File: config.mk
export PLATFORM = sky130hd
export DESIGN_NAME = qrs_sqrt_cell
export DESIGN_NICKNAME = d
export VERILOG_FILES = /design/src/hw/rtl/qrs_pkg.sv /design/src/hw/rtl/qrs_sqrt_cell.sv
export SDC_FILE = /design/constraint.sdc
export NUM_CORES = 1
export LEC_CHECK = 0
export BUFFER_PORTS_ARGS = -buffer_cell sky130_fd_sc_hd__buf_2
export CORE_MARGIN = 3
export CORE_UTILIZATION = 35
export CTS_CLUSTER_DIAMETER = 60
export DETAILED_ROUTE_END_ITERATION = 6
export PLACE_DENSITY = 0.77
export SYNTH_ARGS = -nofsm -noshare
export SYNTH_HDL_FRONTEND = slang
export SYNTH_SLANG_ARGS = --single-unit
File: constraint.sdc
create_clock -name clk -period 0.8 [get_ports clk]
set_clock_uncertainty 0.1 [all_clocks]
set_input_delay 0 -clock clk [delete_from_list [all_inputs] [get_ports clk]]
set_output_delay 0 -clock clk [all_outputs]
set_load 0.05 [all_outputs]
File: src/hw/rtl/qrs_pkg.sv
// Package for the quadratic root solver: widths, status codes and pipeline payload types.
package qrs_pkg;

	localparam int COEF_BITS = 16;
	localparam int FRAC_BITS = 16;
	localparam int ROOT_W    = 35;

	localparam int SQ_STEPS = COEF_BITS + 2 + FRAC_BITS;
	localparam int REM_W    = SQ_STEPS + 2;
	localparam int RAD_W    = 2 * SQ_STEPS;
	localparam int DISC_W   = 2 * COEF_BITS + 2;
	localparam int NUM_W    = SQ_STEPS + 2;
	localparam int DEN_W    = COEF_BITS + 1;
	localparam int CMP_W    = ((NUM_W > ROOT_W) ? NUM_W : ROOT_W) + 1;

	typedef enum logic [1:0] {
		ST_REAL  = 2'd0,
		ST_IMAG  = 2'd1,
		ST_AZERO = 2'd2
	} status_t;

	typedef struct packed {
		status_t                       status;
		logic                          a_neg;
		logic [DEN_W-1:0]              den;
		logic signed [COEF_BITS-1:0]   b;
	} side_t;

	typedef struct packed {
		logic [REM_W-1:0]    rem;
		logic [SQ_STEPS-1:0] root;
		logic [RAD_W-1:0]    rad;
		side_t               side;
	} sq_t;

	typedef struct packed {
		logic [DEN_W-1:0] rem;
		logic [NUM_W-1:0] acc;
	} lane_t;

	typedef struct packed {
		status_t          status;
		logic [DEN_W-1:0] den;
		logic             neg_p;
		logic             neg_m;
		lane_t            lp;
		lane_t            lm;
	} dv_t;

endpackage

File: src/hw/rtl/qrs_sqrt_cell.sv
// One digit cell of the pipelined square root chain.
module qrs_sqrt_cell (
	input  logic           clk,
	input  logic           arst_n,
	input  logic           en,
	input  logic           v_in,
	input  qrs_pkg::sq_t   d_in,
	output logic           v_out,
	output qrs_pkg::sq_t   d_out
);

	logic [qrs_pkg::REM_W-1:0] rem_sh;
	logic [qrs_pkg::REM_W-1:0] trial;
	logic                      ge;
	qrs_pkg::sq_t              nxt;
	logic                      v_q;
	qrs_pkg::sq_t              d_q;

	always_comb begin
		rem_sh = {d_in.rem[qrs_pkg::REM_W-3:0], d_in.rad[qrs_pkg::RAD_W-1 -: 2]};
		trial  = {d_in.root, 2'b01};
		ge     = (rem_sh >= trial);
		nxt      = d_in;
		nxt.rad  = {d_in.rad[qrs_pkg::RAD_W-3:0], 2'b00};
		nxt.rem  = ge ? (rem_sh - trial) : rem_sh;
		nxt.root = {d_in.root[qrs_pkg::SQ_STEPS-2:0], ge};
	end

	always_ff @(posedge clk or negedge arst_n) begin
		if (!arst_n) begin
			v_q <= 1'b0;
		end else if (en) begin
			v_q <= v_in;
		end
	end

	always_ff @(posedge clk) begin
		if (en) begin
			d_q <= nxt;
		end
	end

	assign v_out = v_q;
	assign d_out = d_q;

endmodule

# ---- Yosys cells after proc, flatten, opt, wreduce, memory -nomap -nowiden
# Index checks and enable logic that the tools add are counted.
dict set report classes {
  add_sub_neg 1
  mux 1
  magnitude_cmp 1
}
# op n
set ops {}
lappend ops {{$ge A36 B36 Y1} 1}
lappend ops {{$mux W36} 1}
lappend ops {{$sub A36 B36 Y36} 1}
dict set report word_totals {
  regBits 173
  out_inout_bits 175
  inputBits 178
}

# ---- Longest topological paths before layout
dict set report depth {
  depth_word 2
  depth_mapped 13
}

# ---- Least setup slack after synthesis
# OpenSTA, ideal clock, no wires.
dict set report synth_path {
  path_kind {input to register}
  startpoint {in d_in[104] (netlist bit)}
  endpoint {reg d_q, in the netlist d_out[173] (data pin)}
  stages 10
  t_arrival_ns 2.021
  n_path_buf 0
  setup_slack_ns -1.581
  path_cell_list {inv_1 > ha_1 > o21ai_0 > a2111oi_2 > a211oi_2 > o31a_1 > o21ai_2 > a41oi_2 > xnor2_1 > mux2_2}
}
# item line_no
set synth_rtl {}
lappend synth_rtl {{start: declaration} qrs_sqrt_cell.sv:7} ;# input qrs_pkg::sq_t d_in,
lappend synth_rtl {{end signal: assignment} qrs_sqrt_cell.sv:39} ;# d_q <= nxt;
lappend synth_rtl {{end: declaration} qrs_sqrt_cell.sv:17} ;# qrs_pkg::sq_t d_q;

==> out/results.ini <==
[global_routing]
grt_pass1_vias=8010
grtUsageTotal=0.2491
gr-total-overflow=0
antenna_found_initial=5
grt_max_degree=58
grt_pass1_wl_mm=46.32

[status]
violations=hold timing, setup timing
status=finished, violations left

[clocking]
cts_sinks=173
htreeDepth=4
cts_root_buf=clkbuf_16
clk_path_buf_depth=2
cts_buffers=17
cts_tree=yes
insertion_delay_ns=0.43
clk_pin_slew_worst_paths_ns=0.08

[critical_path]
path_max_fanout=4
startpoint_type=input pin
critical_path_class=input pin to flip-flop
crit_path_end_kind=flip-flop
cp.arrival_ns=2.19
cp.required_ns=0.89
reg2reg_slack_ns=-0.08

[layout]
finish.utilization=0.7071
drive_above_1_share=0.5827
area_delta_synth_final_pct=95.98
num-nets-final=1459
seq_area_um2=5191
num-fill-cells=1406
multi_input_area_um2=3257
layoutNonFillerInstCount=1539

[die]
die_x_um=157.2
fp.coreArea_um2=22160
die_area_um2=24700
die_h_um=157.2
start_util=0.3608
io_pins=353
rows=54

[drt]
drtIter0Drc=512
drt-met1-wl_mm=11.51
route.detailed.wl_per_inst_um=21.30
via_per_inst=4.960
drc=0
dr_total_vias=7634
dr_wl_met3_mm=2.601
wl_mm=32.78
drt-pass1-iter-count=5
wl_met2_mm=17.05
ant_nets=0
top_layer=met5

[synthesis]
synth.distinct_cells=66
avgSynthCellArea_um2=14.15
synth_area_leader_cell=edfxtp_1
synth_warnings=0
syn_area_um2=7996
netlist.area_leader.share=0.6459
ys_async_sr_fraction=0.005780
synth_commonest_cells=edfxtp_1 (172), inv_1 (46), nand2_1 (40), a21oi_1 (37), ha_1 (36)
seq_area_frac_synth=0.6490
synth_most_common_cell=edfxtp_1
syn-instance-count=565
synth_edf_count=172
synth_seq_cells=173
synth-main-ff-cell=edfxtp_1
synth_area_leaders=edfxtp_1 (65%), ha_1 (5.6%), mux2_4 (4.3%), a21oi_1 (2.3%), xnor2_1 (2.3%)

[power]
netSwitchingPower_mw=10.82
switching_share=0.3473
power_leakage_nw=6.749
clockPowerShare=0.270
pwr-share-seq=0.367
comb_power_share=0.363
internal_power_mw=20.34
power.density_nw_per_um2=1989
ir_drop_mv=1.174

[placed_design]
dp.cells=1325
io_buffers=348
dp_hpwl_mm=20.24
gp_congestion=0.8674
pre_cts_slack_ns=-1.798

[job]
drv_cap=0

[sta]
slew_violations=0
max_freq_mhz=475.2
setup_tns_ns=-93.47
fin_crit_sh=2.631
finalSetupViolations=211
hold_viol=44
fin_ws_ns=-1.305
grt_setup_unrepaired=true
fin_hold_ws_ns=-0.2098
fin_crit_ns=2.105

[min_path]
hp-class=input pin to flip-flop

## flip-flops by register name (all words and copies together), names as in the netlist
name   count
d_out    172
v_out      1
## worst paths after layout
kind / startpoint / to / depth (start not counted)
min in group asynchronous: arst_n / v_out / 3
setup / recovery: d_in[150] / d_out[171] / 13
setup reg to reg: v_out / v_out / 1
max in group asynchronous: arst_n / v_out / 3
hold reg to reg: v_out / v_out / 1
hold / removal: d_in[144] / d_out[146] / 2
## cells in the final DEF, fill, tap and decap left out, types with 17 or more instances in the layout
cell           Yosys  layout
edfxtp_1         172     172
nand2_1           40      30
buf_6              4     195
buf_4              2     170
buf_2             10     155
nor2_1            24      21
a21oi_2            1      18
ha_4               0      21
clkbuf_16          0      17
dlygate4sd3_1      0     143
xnor2_1           21      18
inv_1             46      26
mux2_4            23      30
## metrics by stage
| step | power (mW) | cell area (um^2) |
|---|---|---|
| finish | 31.17 | 15670 |
| global placement | 19.75 | 11540 |
| floorplan | 16.81 | 8342 |
| global route | 32.29 | 15670 |
| CTS | 30.64 | 15280 |
| detailed placement | 19.87 | 11540 |
## cell type report
class                           instances  share of cell area
Tap cell                              280             0.02236
Sequential cell                       173              0.3313
Timing Repair Buffer                  683              0.3862
Clock inverter                         14             0.01070
Multi-Input combinational cell        323              0.2078
Antenna cell                            1           0.0001597
Clock buffer                           18             0.02739
Inverter                               47             0.01413
## routing by layer
metal	track usage	up-vias
met2	0.4438	399
met3	0.06764	94
met1	0.2764	3650
li1	-	3483
met4	0.1169	8
met5	0	-
## power by group through the flow
stage / clock network (mW) / registers, mW / logic [mW]
6_report: 8.40 / 11.4 / 11.3
5_1_grt: 8.99 / 11.5 / 11.8
4_1_cts: 8.53 / 11.4 / 10.7
3_5_place_dp: 0 / 11.4 / 8.51
3_3_place_gp: 0 / 11.4 / 8.40
2_1_floorplan: 0 / 14.3 / 2.48
## worst max-delay path, cell delays in order
cell	delay (ns)
buf_2	0.13
ha_4	0.26
buf_4	0.13
a21oi_2	0.24
o21ai_1	0.20
nor3_1	0.27
o21ai_2	0.09
nand2_2	0.11
buf_4	0.14
o31ai_4	0.05
buf_4	0.15
xor2_2	0.14
mux2_4	0.26
## kinds of logic after synthesis
family / after synthesis / synth area share
AOI/OAI and AO/OA: 116 / 0.1016
adders and majority gates: 36 / 0.05633
muxes: 32 / 0.05570
xor gates and xnor gates: 32 / 0.03505
and+or+nand+nor: 105 / 0.06243
other: 1 / 0.0004690
buffers and inverters: 70 / 0.03943
DFF: 173 / 0.6490
## repair_timing
item,in CTS,in global routing
hold buffers,142,1
resized for setup,440,75
gates cloned,1,0
endpoints found under the setup margin,211,211
setup buffers,27,11
endpoints found under the hold margin,234,67
pin swaps,35,32
Power figures use the tool's default switching activity.
