--- src/hw/rtl/qrs_pkg.sv ---
// Package for the quadratic root solver: widths, status codes and pipeline payload types.
package qrs_pkg;

	localparam int COEF_BITS = 16;
	localparam int FRAC_BITS = 16;
	localparam int ROOT_W    = 35;

	localparam int SQ_STEPS = COEF_BITS + 2 + FRAC_BITS;
	localparam int REM_W    = SQ_STEPS + 2;
	localparam int RAD_W    = 2 * SQ_STEPS;
	localparam int DISC_W   = 2 * COEF_BITS + 2;
	localparam int NUM_W    = SQ_STEPS + 2;
	localparam int DEN_W    = COEF_BITS + 1;
	localparam int CMP_W    = ((NUM_W > ROOT_W) ? NUM_W : ROOT_W) + 1;

	typedef enum logic [1:0] {
		ST_REAL  = 2'd0,
		ST_IMAG  = 2'd1,
		ST_AZERO = 2'd2
	} status_t;

	typedef struct packed {
		status_t                       status;
		logic                          a_neg;
		logic [DEN_W-1:0]              den;
		logic signed [COEF_BITS-1:0]   b;
	} side_t;

	typedef struct packed {
		logic [REM_W-1:0]    rem;
		logic [SQ_STEPS-1:0] root;
		logic [RAD_W-1:0]    rad;
		side_t               side;
	} sq_t;

	typedef struct packed {
		logic [DEN_W-1:0] rem;
		logic [NUM_W-1:0] acc;
	} lane_t;

	typedef struct packed {
		status_t          status;
		logic [DEN_W-1:0] den;
		logic             neg_p;
		logic             neg_m;
		lane_t            lp;
		lane_t            lm;
	} dv_t;

endpackage

--- src/hw/rtl/qrs_div_cell.sv ---
// One quotient bit cell of the pipelined two-lane restoring divider.
module qrs_div_cell (
	input  logic           clk,
	input  logic           arst_n,
	input  logic           en,
	input  logic           v_in,
	input  qrs_pkg::dv_t   d_in,
	output logic           v_out,
	output qrs_pkg::dv_t   d_out
);

	logic [qrs_pkg::DEN_W:0] sh_p;
	logic [qrs_pkg::DEN_W:0] sh_m;
	logic [qrs_pkg::DEN_W:0] den_x;
	logic                    ge_p;
	logic                    ge_m;
	qrs_pkg::dv_t            nxt;
	logic                    v_q;
	qrs_pkg::dv_t            d_q;

	always_comb begin
		den_x = {1'b0, d_in.den};
		sh_p  = {d_in.lp.rem, d_in.lp.acc[qrs_pkg::NUM_W-1]};
		sh_m  = {d_in.lm.rem, d_in.lm.acc[qrs_pkg::NUM_W-1]};
		ge_p  = (sh_p >= den_x);
		ge_m  = (sh_m >= den_x);
		nxt        = d_in;
		nxt.lp.rem = ge_p ? qrs_pkg::DEN_W'(sh_p - den_x) : qrs_pkg::DEN_W'(sh_p);
		nxt.lm.rem = ge_m ? qrs_pkg::DEN_W'(sh_m - den_x) : qrs_pkg::DEN_W'(sh_m);
		nxt.lp.acc = {d_in.lp.acc[qrs_pkg::NUM_W-2:0], ge_p};
		nxt.lm.acc = {d_in.lm.acc[qrs_pkg::NUM_W-2:0], ge_m};
	end

	always_ff @(posedge clk or negedge arst_n) begin
		if (!arst_n) begin
			v_q <= 1'b0;
		end else if (en) begin
			v_q <= v_in;
		end
	end

	always_ff @(posedge clk) begin
		if (en) begin
			d_q <= nxt;
		end
	end

	assign v_out = v_q;
	assign d_out = d_q;

endmodule
--- config.mk ---
export PLATFORM = sky130hd
export DESIGN_NAME = qrs_div_cell
export DESIGN_NICKNAME = d
export VERILOG_FILES = /design/src/hw/rtl/qrs_pkg.sv /design/src/hw/rtl/qrs_div_cell.sv
export SDC_FILE = /design/constraint.sdc
export NUM_CORES = 1
export LEC_CHECK = 0
export BUFFER_PORTS_ARGS = -buffer_cell sky130_fd_sc_hd__buf_2
export CAP_MARGIN = 15
export CORE_ASPECT_RATIO = 1.4
export CORE_MARGIN = 8
export CORE_UTILIZATION = 35
export DETAILED_ROUTE_END_ITERATION = 6
export GPL_ROUTABILITY_DRIVEN = 1
export SYNTH_ARGS = -nofsm -noshare
export SYNTH_HDL_FRONTEND = slang
export SYNTH_SLANG_ARGS = --single-unit
--- constraint.sdc ---
create_clock -name clk -period 0.8 [get_ports clk]
set_input_delay 0.08 -clock clk [delete_from_list [all_inputs] [get_ports clk]]
set_output_delay 0.08 -clock clk [all_outputs]
set_load 0.05 [all_outputs]
Word-level counts from Yosys, hierarchy flattened
Cells that the tools add are included.
- register bits after elaboration: 128
- output and inout port bits: 128
- logic and storage cells: 15
- input bits: 131
- add/subtract/negate cells: 2
- order comparisons: 2
- mux-type cells: 2
- operators by type and width (operator ; count):
    18-bit by 17-bit greater-or-equal comparator with 1-bit output ; 2
    17-bit 2-to-1 mux ; 2
    17-bit subtractor ; 2

Logic depth before layout (Yosys ltp)
Gate-level depths: netlist of the first run.
- depth after elaboration: 2
- depth in mapped cells: 12
- gate-level depth less buffers: 11

Worst setup path after synthesis of the first run
OpenSTA, ideal clock, no wires.
- path type: input to register
- start: input port d_in[35] (netlist name)
- end: register d_q (netlist bit d_out[44]), data pin
- buffers on the path: 1
- data required time: 0.540 ns
- arrival: 2.048 ns
- cell stages on the path: 11
- path slack: -1.508 ns
- library setup time: 0.260 ns
- cells stage by stage: inv_1 -> ha_1 -> inv_1 -> fa_1 -> a21o_1 -> and2_1 -> o31a_1 -> o21ai_4 -> inv_2 -> buf_6 -> mux2_4
- RTL lines (item ; RTL line ; text):
    from (decl) ; qrs_div_cell.sv:7 ; input qrs_pkg::dv_t d_in,
    to (signal assigned) ; qrs_div_cell.sv:44 ; d_q <= nxt;
    to (decl) ; qrs_div_cell.sv:19 ; qrs_pkg::dv_t d_q;

==> results.md, run 1 <==
STA:
- Measured against its own limit, the worst slew margin works out to 0.665.
- Setup repair after global routing could not meet its margin everywhere.
- The hold slack is -0.00869 ns.
- The hold violation count in the final report is 2.
- The total count of max-transition violations in the final report is 0.
- The portion of the clock cycle consumed by the worst path in the final layout is 2.32.
- The slew of the pin with the lowest slew margin is 0.501 ns.
- The achievable frequency is 0.539 GHz.
- The maximum clock skew at final layout is 0 ns.
- The setup-violating endpoint count in the final report is 164.
- Setup slack on the critical path of the routed design comes to -1.06 ns.
- The time the worst path needs with I/O delays and setup is 1.86 ns.

Outcome:
- The checks that failed: negative hold slack, negative setup slack.
- The flow ran to the end, but the final reports show violations.

Worst setup path:
- The startpoint kind of the worst setup timing path is an input port.
- STA classifies the critical path endpoint as a register.
- The arrival time at the worst endpoint is about 2 ns.
- The critical path goes through buf_8 > clkinvlp_4 > fa_2 > a21o_1 > and2_4 > o31a_1 > o21ai_4 > buf_6 > inv_8 > mux2_4.
- The worst stage delay on the critical path is 0.41 ns.
- The largest fanout on the critical path is 5.
- The path type of the worst setup path is in2reg.
- Setup slack on the worst reg-to-reg path comes out at 0.02 ns.
- On the critical path, the stage with the largest delay is an instance of fa_2.
- Data on the critical path is required at its endpoint by 0.96 ns.

Hold path:
- The worst hold path belongs to the class in2reg.

Detailed routing:
- After detailed routing, the number of remaining DRC violations is 0.
- The first routing iteration left 249 violations.
- The met3 routed wirelength is around 1.9 mm.
- The top layer reached by signal wires is met5.
- The aggregate routed wire length is between 20 and 25 mm.
- The detail route stage leaves a number of antenna-violating nets equal to 0.
- In the detailed route, the total length drawn on met2 is 13.0 mm.
- For this block, wires on met1 add up to 8.70 mm.
- The first detailed-routing pass took 4 iterations.
- The total via count after detailed routing is roughly 5700.
- In the routed layout, each cell is associated on average with a via count of 4.77.
- Dividing the detail-routed wire length by the instance count gives 20.3 um.

Logic synthesis:
- The synthesized area divided by synthesized cell count is 13.7 um^2.
- The area of the mapped netlist is 0.00613 mm^2.
- The synthesized design contains approximately 130 enable-type register cells.
- The warning count from the yosys run is 0.
- The number of nets handed over by synthesis was 614.
- The netlist uses 61 different library cells.
- After technology mapping, the gate count stands at 447.
- Of all flip-flops after synthesis, the portion carrying an async set or reset was 0.00781.
- For this run, the register share of the synthesized area comes to 0.626.
- In the synthesized netlist the dominant register cell turns out to be edfxtp_1.
- The register bit count reported by yosys is between 100 and 150.

CTS:
- The number of H-tree branching levels is 4.
- After clock tree synthesis, the clock-pin slew on the worst setup and hold paths is 0.06 ns.
- The root cell of the clock tree is clkbuf_16.
- For this design, the sink count on the clock tree is 128.
- TritonCTS built the clock tree.
- The cts-stage hold buffer count is 100.
- For the worst-skew pair, the clock arrives at the later sink with an insertion delay of roughly 0.41 ns.
- The buffer depth of the longest clock path is 2.
- The clock buffer count from CTS is 17.

Final layout:
- In the final layout, the share of cells above drive strength 1 is 0.535.
- From synthesis to final layout, the design area changed by 89.7%.
- The layout has 1221 filler cells.
- The sequential cell area is 0.00384 mm^2.
- Leaving out fill and tap cells, the most frequent cells in the layout are 136 x buf_6, 127 x edfxtp_1, 125 x buf_2, 119 x buf_4, 100 x dlygate4sd3_1.
- Summing all multi-input logic gate instances after layout gives 0.00250 mm^2.
- At the end of the flow, the number of nets in the layout was 1113.
- The total non-filler cell area in the finished layout is 0.0116 mm^2.
- The library cell used most frequently in the layout, excluding fill and tap cells, is buf_6.

Power:
- Dividing total power by cell area gives a power density of roughly 2200 mW/mm^2.
- IR analysis of the VDD net gives a maximum drop of 1.29 mV.
- In this run the static leakage power is a little over 5 nW.

Die:
- The area of the core region is 0.0173 mm^2.
- The number of top-level pins is 259.
- The die covers 0.0221 mm^2.
- The initial utilization of the core area, before any placement, comes to 0.355.
- The floorplan step set the die width to 128 um.
- The die is 173 um tall.
- The floorplan has 57 rows.

Global route:
- The first-pass GRT wire length is 36.2 mm.
- Entering global routing, the biggest net connects 48 pins.
- The initial antenna violation count is 2.
- The total track usage is 0.217.
- The final global-route overflow total is 0.
- The number of global-route vias before repair is 6385.

Placement:
- The standard cell area after detailed placement is 0.00869 mm^2.
- At the end of routability-driven placement, the weighted congestion stood at 0.886.
- Before CTS, the worst setup slack after placement is -1.65 ns.
- The wire-length estimate of the detail-placed layout is 16.7 mm.
- Buffers placed on the I/O ports in this run total 258.

Job:
- Max-cap violations in this run came to 0.
layout make-up:
| cell class | count | area share |
|---|---|---|
| clock buffers | 18 | 0.0369 |
| flip-flops and latches | 128 | 0.330 |
| inverters | 27 | 0.0125 |
| multi-input cells | 283 | 0.215 |
| diodes | 1 | 0.000215 |
| well taps | 236 | 0.0254 |
| repair inverters | 1 | 0.000968 |
| repair buffers | 488 | 0.362 |
| clock inverters | 14 | 0.0166 |
per-layer routing:
layer  track usage  up-vias
li1              -     2711
met1         0.221     2737
met2         0.396      219
met3        0.0677       37
met4        0.0925        2
met5             0        -
power by group:
part,internal (mW),switching (mW)
combinational,3.69,4.73
sequential,8.23,0.368
clock,5.03,3.22
synth_stat cells (4+ instances only):
cell	n	area, um^2
nand3_1	13	65.1
inv_1	25	93.8
ha_1	34	425
and2_1	4	25.0
o21ai_0	19	95.1
mux2_4	4	60.1
nor2_1	17	63.8
a21o_1	15	113
mux2_2	18	203
xnor2_1	16	140
a21oi_1	26	130
o21a_1	10	75.1
o31ai_1	5	37.5
a211oi_1	4	30.0
clkbuf_1	5	18.8
nand2_1	33	124
edfxtp_1	127	3810
registers in the layout, summed over array words and instances (netlist names):
name,flops
v_out,1
d_out,127
what timing repair did:
action	4_1_cts	5_1_grt
endpoints found under the hold margin	110	6
resized for setup	324	24
buffers inserted	9	1
gates cloned	3	0
pin swaps	25	10
endpoints found under the setup margin	164	164
critical path: cells and delay by family:
kind	cells	cell delay (ns)
AOI/OAI and AO/OA	3	0.67
buffers and inverters	4	0.43
adders and majority gates	1	0.41
muxes	1	0.29
and+or+nand+nor	1	0.14
final timing paths:
check                           startpoint    endpoint  cells after the start
worst min register to register       v_out       v_out                      1
max in group asynchronous           arst_n       v_out                      3
worst min-delay path             d_in[104]  d_out[105]                      2
worst max-delay path             d_in[109]   d_out[44]                     10
worst max register to register       v_out       v_out                      1
min in group asynchronous           arst_n       v_out                      3
through the flow:
| stage | total power, mW | utilization | hold slack [ns] | instances | setup TNS [ns] |
|---|---|---|---|---|---|
| 6_report | 25.3 | 0.674 | -0.00869 | 1196 | -67.28 |
| 3_3_place_gp | 15.0 | 0.504 | -0.145 | 1051 | -61.07 |
| 2_1_floorplan | 12.7 | - | -0.216 | 447 | -44.85 |
| 5_1_grt | 26.2 | 0.674 | -0.00834 | 1196 | -74.10 |
| 4_1_cts | 25.2 | 0.668 | -0.0187 | 1195 | -69.00 |
| 3_5_place_dp | 15.0 | 0.504 | -0.144 | 1051 | -63.71 |
cells by family (layout without fill, tap and decap cells):
family / count (synthesis) / count (layout) / synth area share
adders and majority gates: 36 / 36 / 0.0759
xor gates and xnor gates: 19 / 19 / 0.0271
muxes: 22 / 22 / 0.0429
AOI/OAI and AO/OA: 112 / 112 / 0.127
other: 0 / 1 / 0
buffers and inverters: 36 / 548 / 0.0259
DFF: 128 / 128 / 0.626
and+or+nand+nor: 94 / 94 / 0.0745
Note: power is estimated with default switching activity, not from simulation.
==> run 2: changes to the inputs <==
PLACE_DENSITY = 0.64   (was unset)
==> results.md, run 2 (synthesis results as in run 1) <==
Final layout:
- The sequential cell area is 0.00384 mm^2.
- The total non-filler cell area in the finished layout is 0.0120 mm^2.
- Leaving out fill and tap cells, the most frequent cell in the layout is buf_4.
- The area occupied by multi-input gates is 0.00262 mm^2.
- Leaving out fill and tap cells, the most frequent cells in the layout are 140 x buf_4, 130 x buf_6, 127 x edfxtp_1, 122 x buf_2, 99 x dlygate4sd3_1.
- Of the cells placed in the final design, the portion with a size suffix greater than 1 is 0.557.
- The flip-flop count of the largest register after layout is 127.
- The finished layout holds ~1200 standard cells, fillers aside.
- For this run, the post-layout net count is around 1100.
- The layout overhead on the synthesized area is 95.0%.
- The repair_antennas step left the layout with diodes totalling 0.
- The number of filler cells placed in the layout is ~1200.
- The post-route core utilization is 0.692.

Global route:
- The final global-route overflow total is 0.
- The initial antenna violation count is 1.
- The first-pass GRT wire length is roughly 38 mm.
- The largest net degree at the start of global routing is 18.
- The number of global-route vias before repair is 6535.
- The total track usage is 0.229.

Hold path:
- The endpoint with the worst hold slack is d_out[105].
- The instance count along the most critical hold path is 2.
- The startpoint identified for the worst hold timing path is d_in[104].
- The class of the tightest hold or removal check is in2reg.

Worst setup path:
- The beginning of the worst register-to-register path is v_out.
- The largest fanout on the critical path is 4.
- The worst setup slack for register-to-register paths is -0.01 ns.
- The kind of end point of the critical path is a register.
- The worst endpoint required time is 0.96 ns.
- The worst reg-to-reg path cell count is 1.
- The startpoint kind of the worst setup timing path is an input port.
- STA puts the critical path data arrival time at around 2.1 ns.
- The setup path with the least slack is of type in2reg.
- The end of the worst register-to-register path is v_out.

Die:
- The area of the core region is approximately 0.017 mm^2.
- During I/O placement, the number of pins put on the boundary was 259.
- The floorplan step defined a die boundary enclosing 0.0221 mm^2.
- The die is around 170 um tall.
- From left edge to right edge, the die measures 128 um.
- The initial utilization of the core area, before any placement, comes to 0.355.
- The row count is 57.

Detailed routing:
- Wires add up to 26.4 mm.
- The detail route stage leaves a number of antenna-violating nets equal to 0.
- The detailed router put a total of about 9.8 mm of wire on met1.
- The final routed wire length divided by cell count is between 20 and 25 um.
- Wire segments on met2 add up to 13.8 mm in the final route.
- The vias per cell is 4.96.
- For this run, the detailed router's first-pass iteration total came to 5.
- In the routed design, unresolved DRC markers number 0.
- Signal routing reaches up to met5.
- For this block, the initial DRC count from the detailed router was about 400.
- The total via count after detailed routing is 6031.
- Wire segments on met3 add up to 1.90 mm in the final route.

Power:
- In this run the power density over the cells is 2100 mW/mm^2.
- The power spent charging and discharging nets is about 8.6 mW.
- The share of total power dissipated in sequential elements is 0.345.
- The static power due to leakage is 5.18 nW.
- The internal power of the cells is about 16 mW.
- The worst-case IR drop observed on VDD is 1.36 mV.
- The share of power burned in combinational logic is 0.349.
- The share of total power dissipated in the clock network is 0.306.
- The switching power as a share of total power is 0.342.

STA:
- The relative max-transition margin is 0.675.
- The total count of max-transition violations in the final report is 0.
- The time the worst path needs with I/O delays and setup is between 1.5 and 2 ns.
- The hold violation count in the final report was 0.
- Clock skew on the completed layout was measured at 0 ns.
- Hold timing on the final database bottoms out at a slack of around 0.0071 ns.
- The achievable frequency is 0.524 GHz.
- At the pin with the least slew margin, the transition time is 0.486 ns.
- The setup slack of the critical path after layout is -1.11 ns.
- The portion of the clock cycle consumed by the worst path in the final layout is 2.38.
- The setup-violating endpoint count in the final report is 165.
- Setup repair after global routing could not meet its margin everywhere.

CTS:
- After clock tree synthesis, the clock-pin slew on the worst setup and hold paths is 0.05 ns.
- The cts-stage hold buffer count is 99.
- The clock buffer count from CTS is 17.
- The number of H-tree branching levels is 4.
- The clock tree from TritonCTS is done.
- The total number of clock tree sinks is approximately 130.
- The clock passes through at most 2 buffers.
- The clock insertion delay at the later pin of the skew report is slightly above 0.4 ns.
- The root cell of the clock tree is clkbuf_16.

Placement:
- The total placed cells including tap cells is 1063.
- The quantity of I/O buffers inserted on ports is 258.
- The standard cell area after detailed placement is just under 0.009 mm^2.
- The placer's final routability congestion estimate is 0.905.
- The detailed placement HPWL is 18.0 mm.

Outcome:
- The checks that failed: negative setup slack.
- The flow ran to the end, but the final reports show violations.

Job:
- Across the run, the number of max-cap violations was 0.
-- run 2: changes by cell type in the layout (fill, tap and decap cells not counted), moves of 3 or more --
cell / delta
inv_1: -4
buf_12: +10
buf_4: +21
ha_1: -8
buf_2: -3
inv_8: -3
buf_6: -6
ha_4: +8
nand2_4: -4
inv_4: +3
nand2_1: +5
-- run 2: critical path, stage by stage --
cell and delay [ns]:
buf_8 0.08, clkinvlp_4 0.15, buf_4 0.18, ha_4 0.21
nor2b_2 0.16, o31a_1 0.27, o211ai_2 0.23, a211oi_1 0.13
or3_1 0.31, a31o_2 0.25
-- run 2: timing repair --
item	in CTS	in global routing
resized for setup	297	62
endpoints found under the hold margin	104	1
setup endpoints to repair	164	165
gates cloned	1	1
setup buffers	6	13
pin swaps	21	22
-- run 2: worst max path at each step --
| stage | startpoint | endpoint |
|---|---|---|
| after CTS | d_in[88] | d_out[105] |
| after floorplan | d_in[35] | d_out[44] |
| after global placement | d_in[88] | d_out[103] |
| final | d_in[109] | d_out[102] |
| after detailed placement | d_in[88] | d_out[103] |
| after global routing | d_in[109] | d_out[51] |
-- run 2: cell type report --
type | count | share of cell area
multi-input cells | 283 | 0.219
clock inverters | 15 | 0.0125
clock buffers | 17 | 0.0356
repair buffers | 508 | 0.373
well taps | 236 | 0.0247
flip-flops and latches | 128 | 0.321
repair inverters | 1 | 0.000942
inverters | 27 | 0.0132
-- run 2: power by group through the flow --
stage	combinational, mW	sequential (mW)	clock (mW)
after floorplan	1.78	10.9	0
after detailed placement	6.70	8.57	0
after global routing	9.13	8.69	8.06
final	8.73	8.64	7.68
after CTS	8.15	8.60	7.80
after global placement	6.63	8.57	0
-- run 2: per-stage QoR --
stage / power [mW] / worst slack, ns / TNS (ns)
detailed placement: 15.3 / -1.63 / -58.34
global route: 25.9 / -1.18 / -76.48
floorplan: 12.7 / -1.42 / -44.85
finish: 25.0 / -1.11 / -70.22
global placement: 15.2 / -1.61 / -56.33
CTS: 24.6 / -1.07 / -70.34
-- run 2: per-layer routing --
layer / vias to the layer above / global-route usage
met3: 53 / 0.0634
met1: 2933 / 0.248
li1: 2763 / -
met4: 2 / 0.0980
met5: - / 0
met2: 280 / 0.407
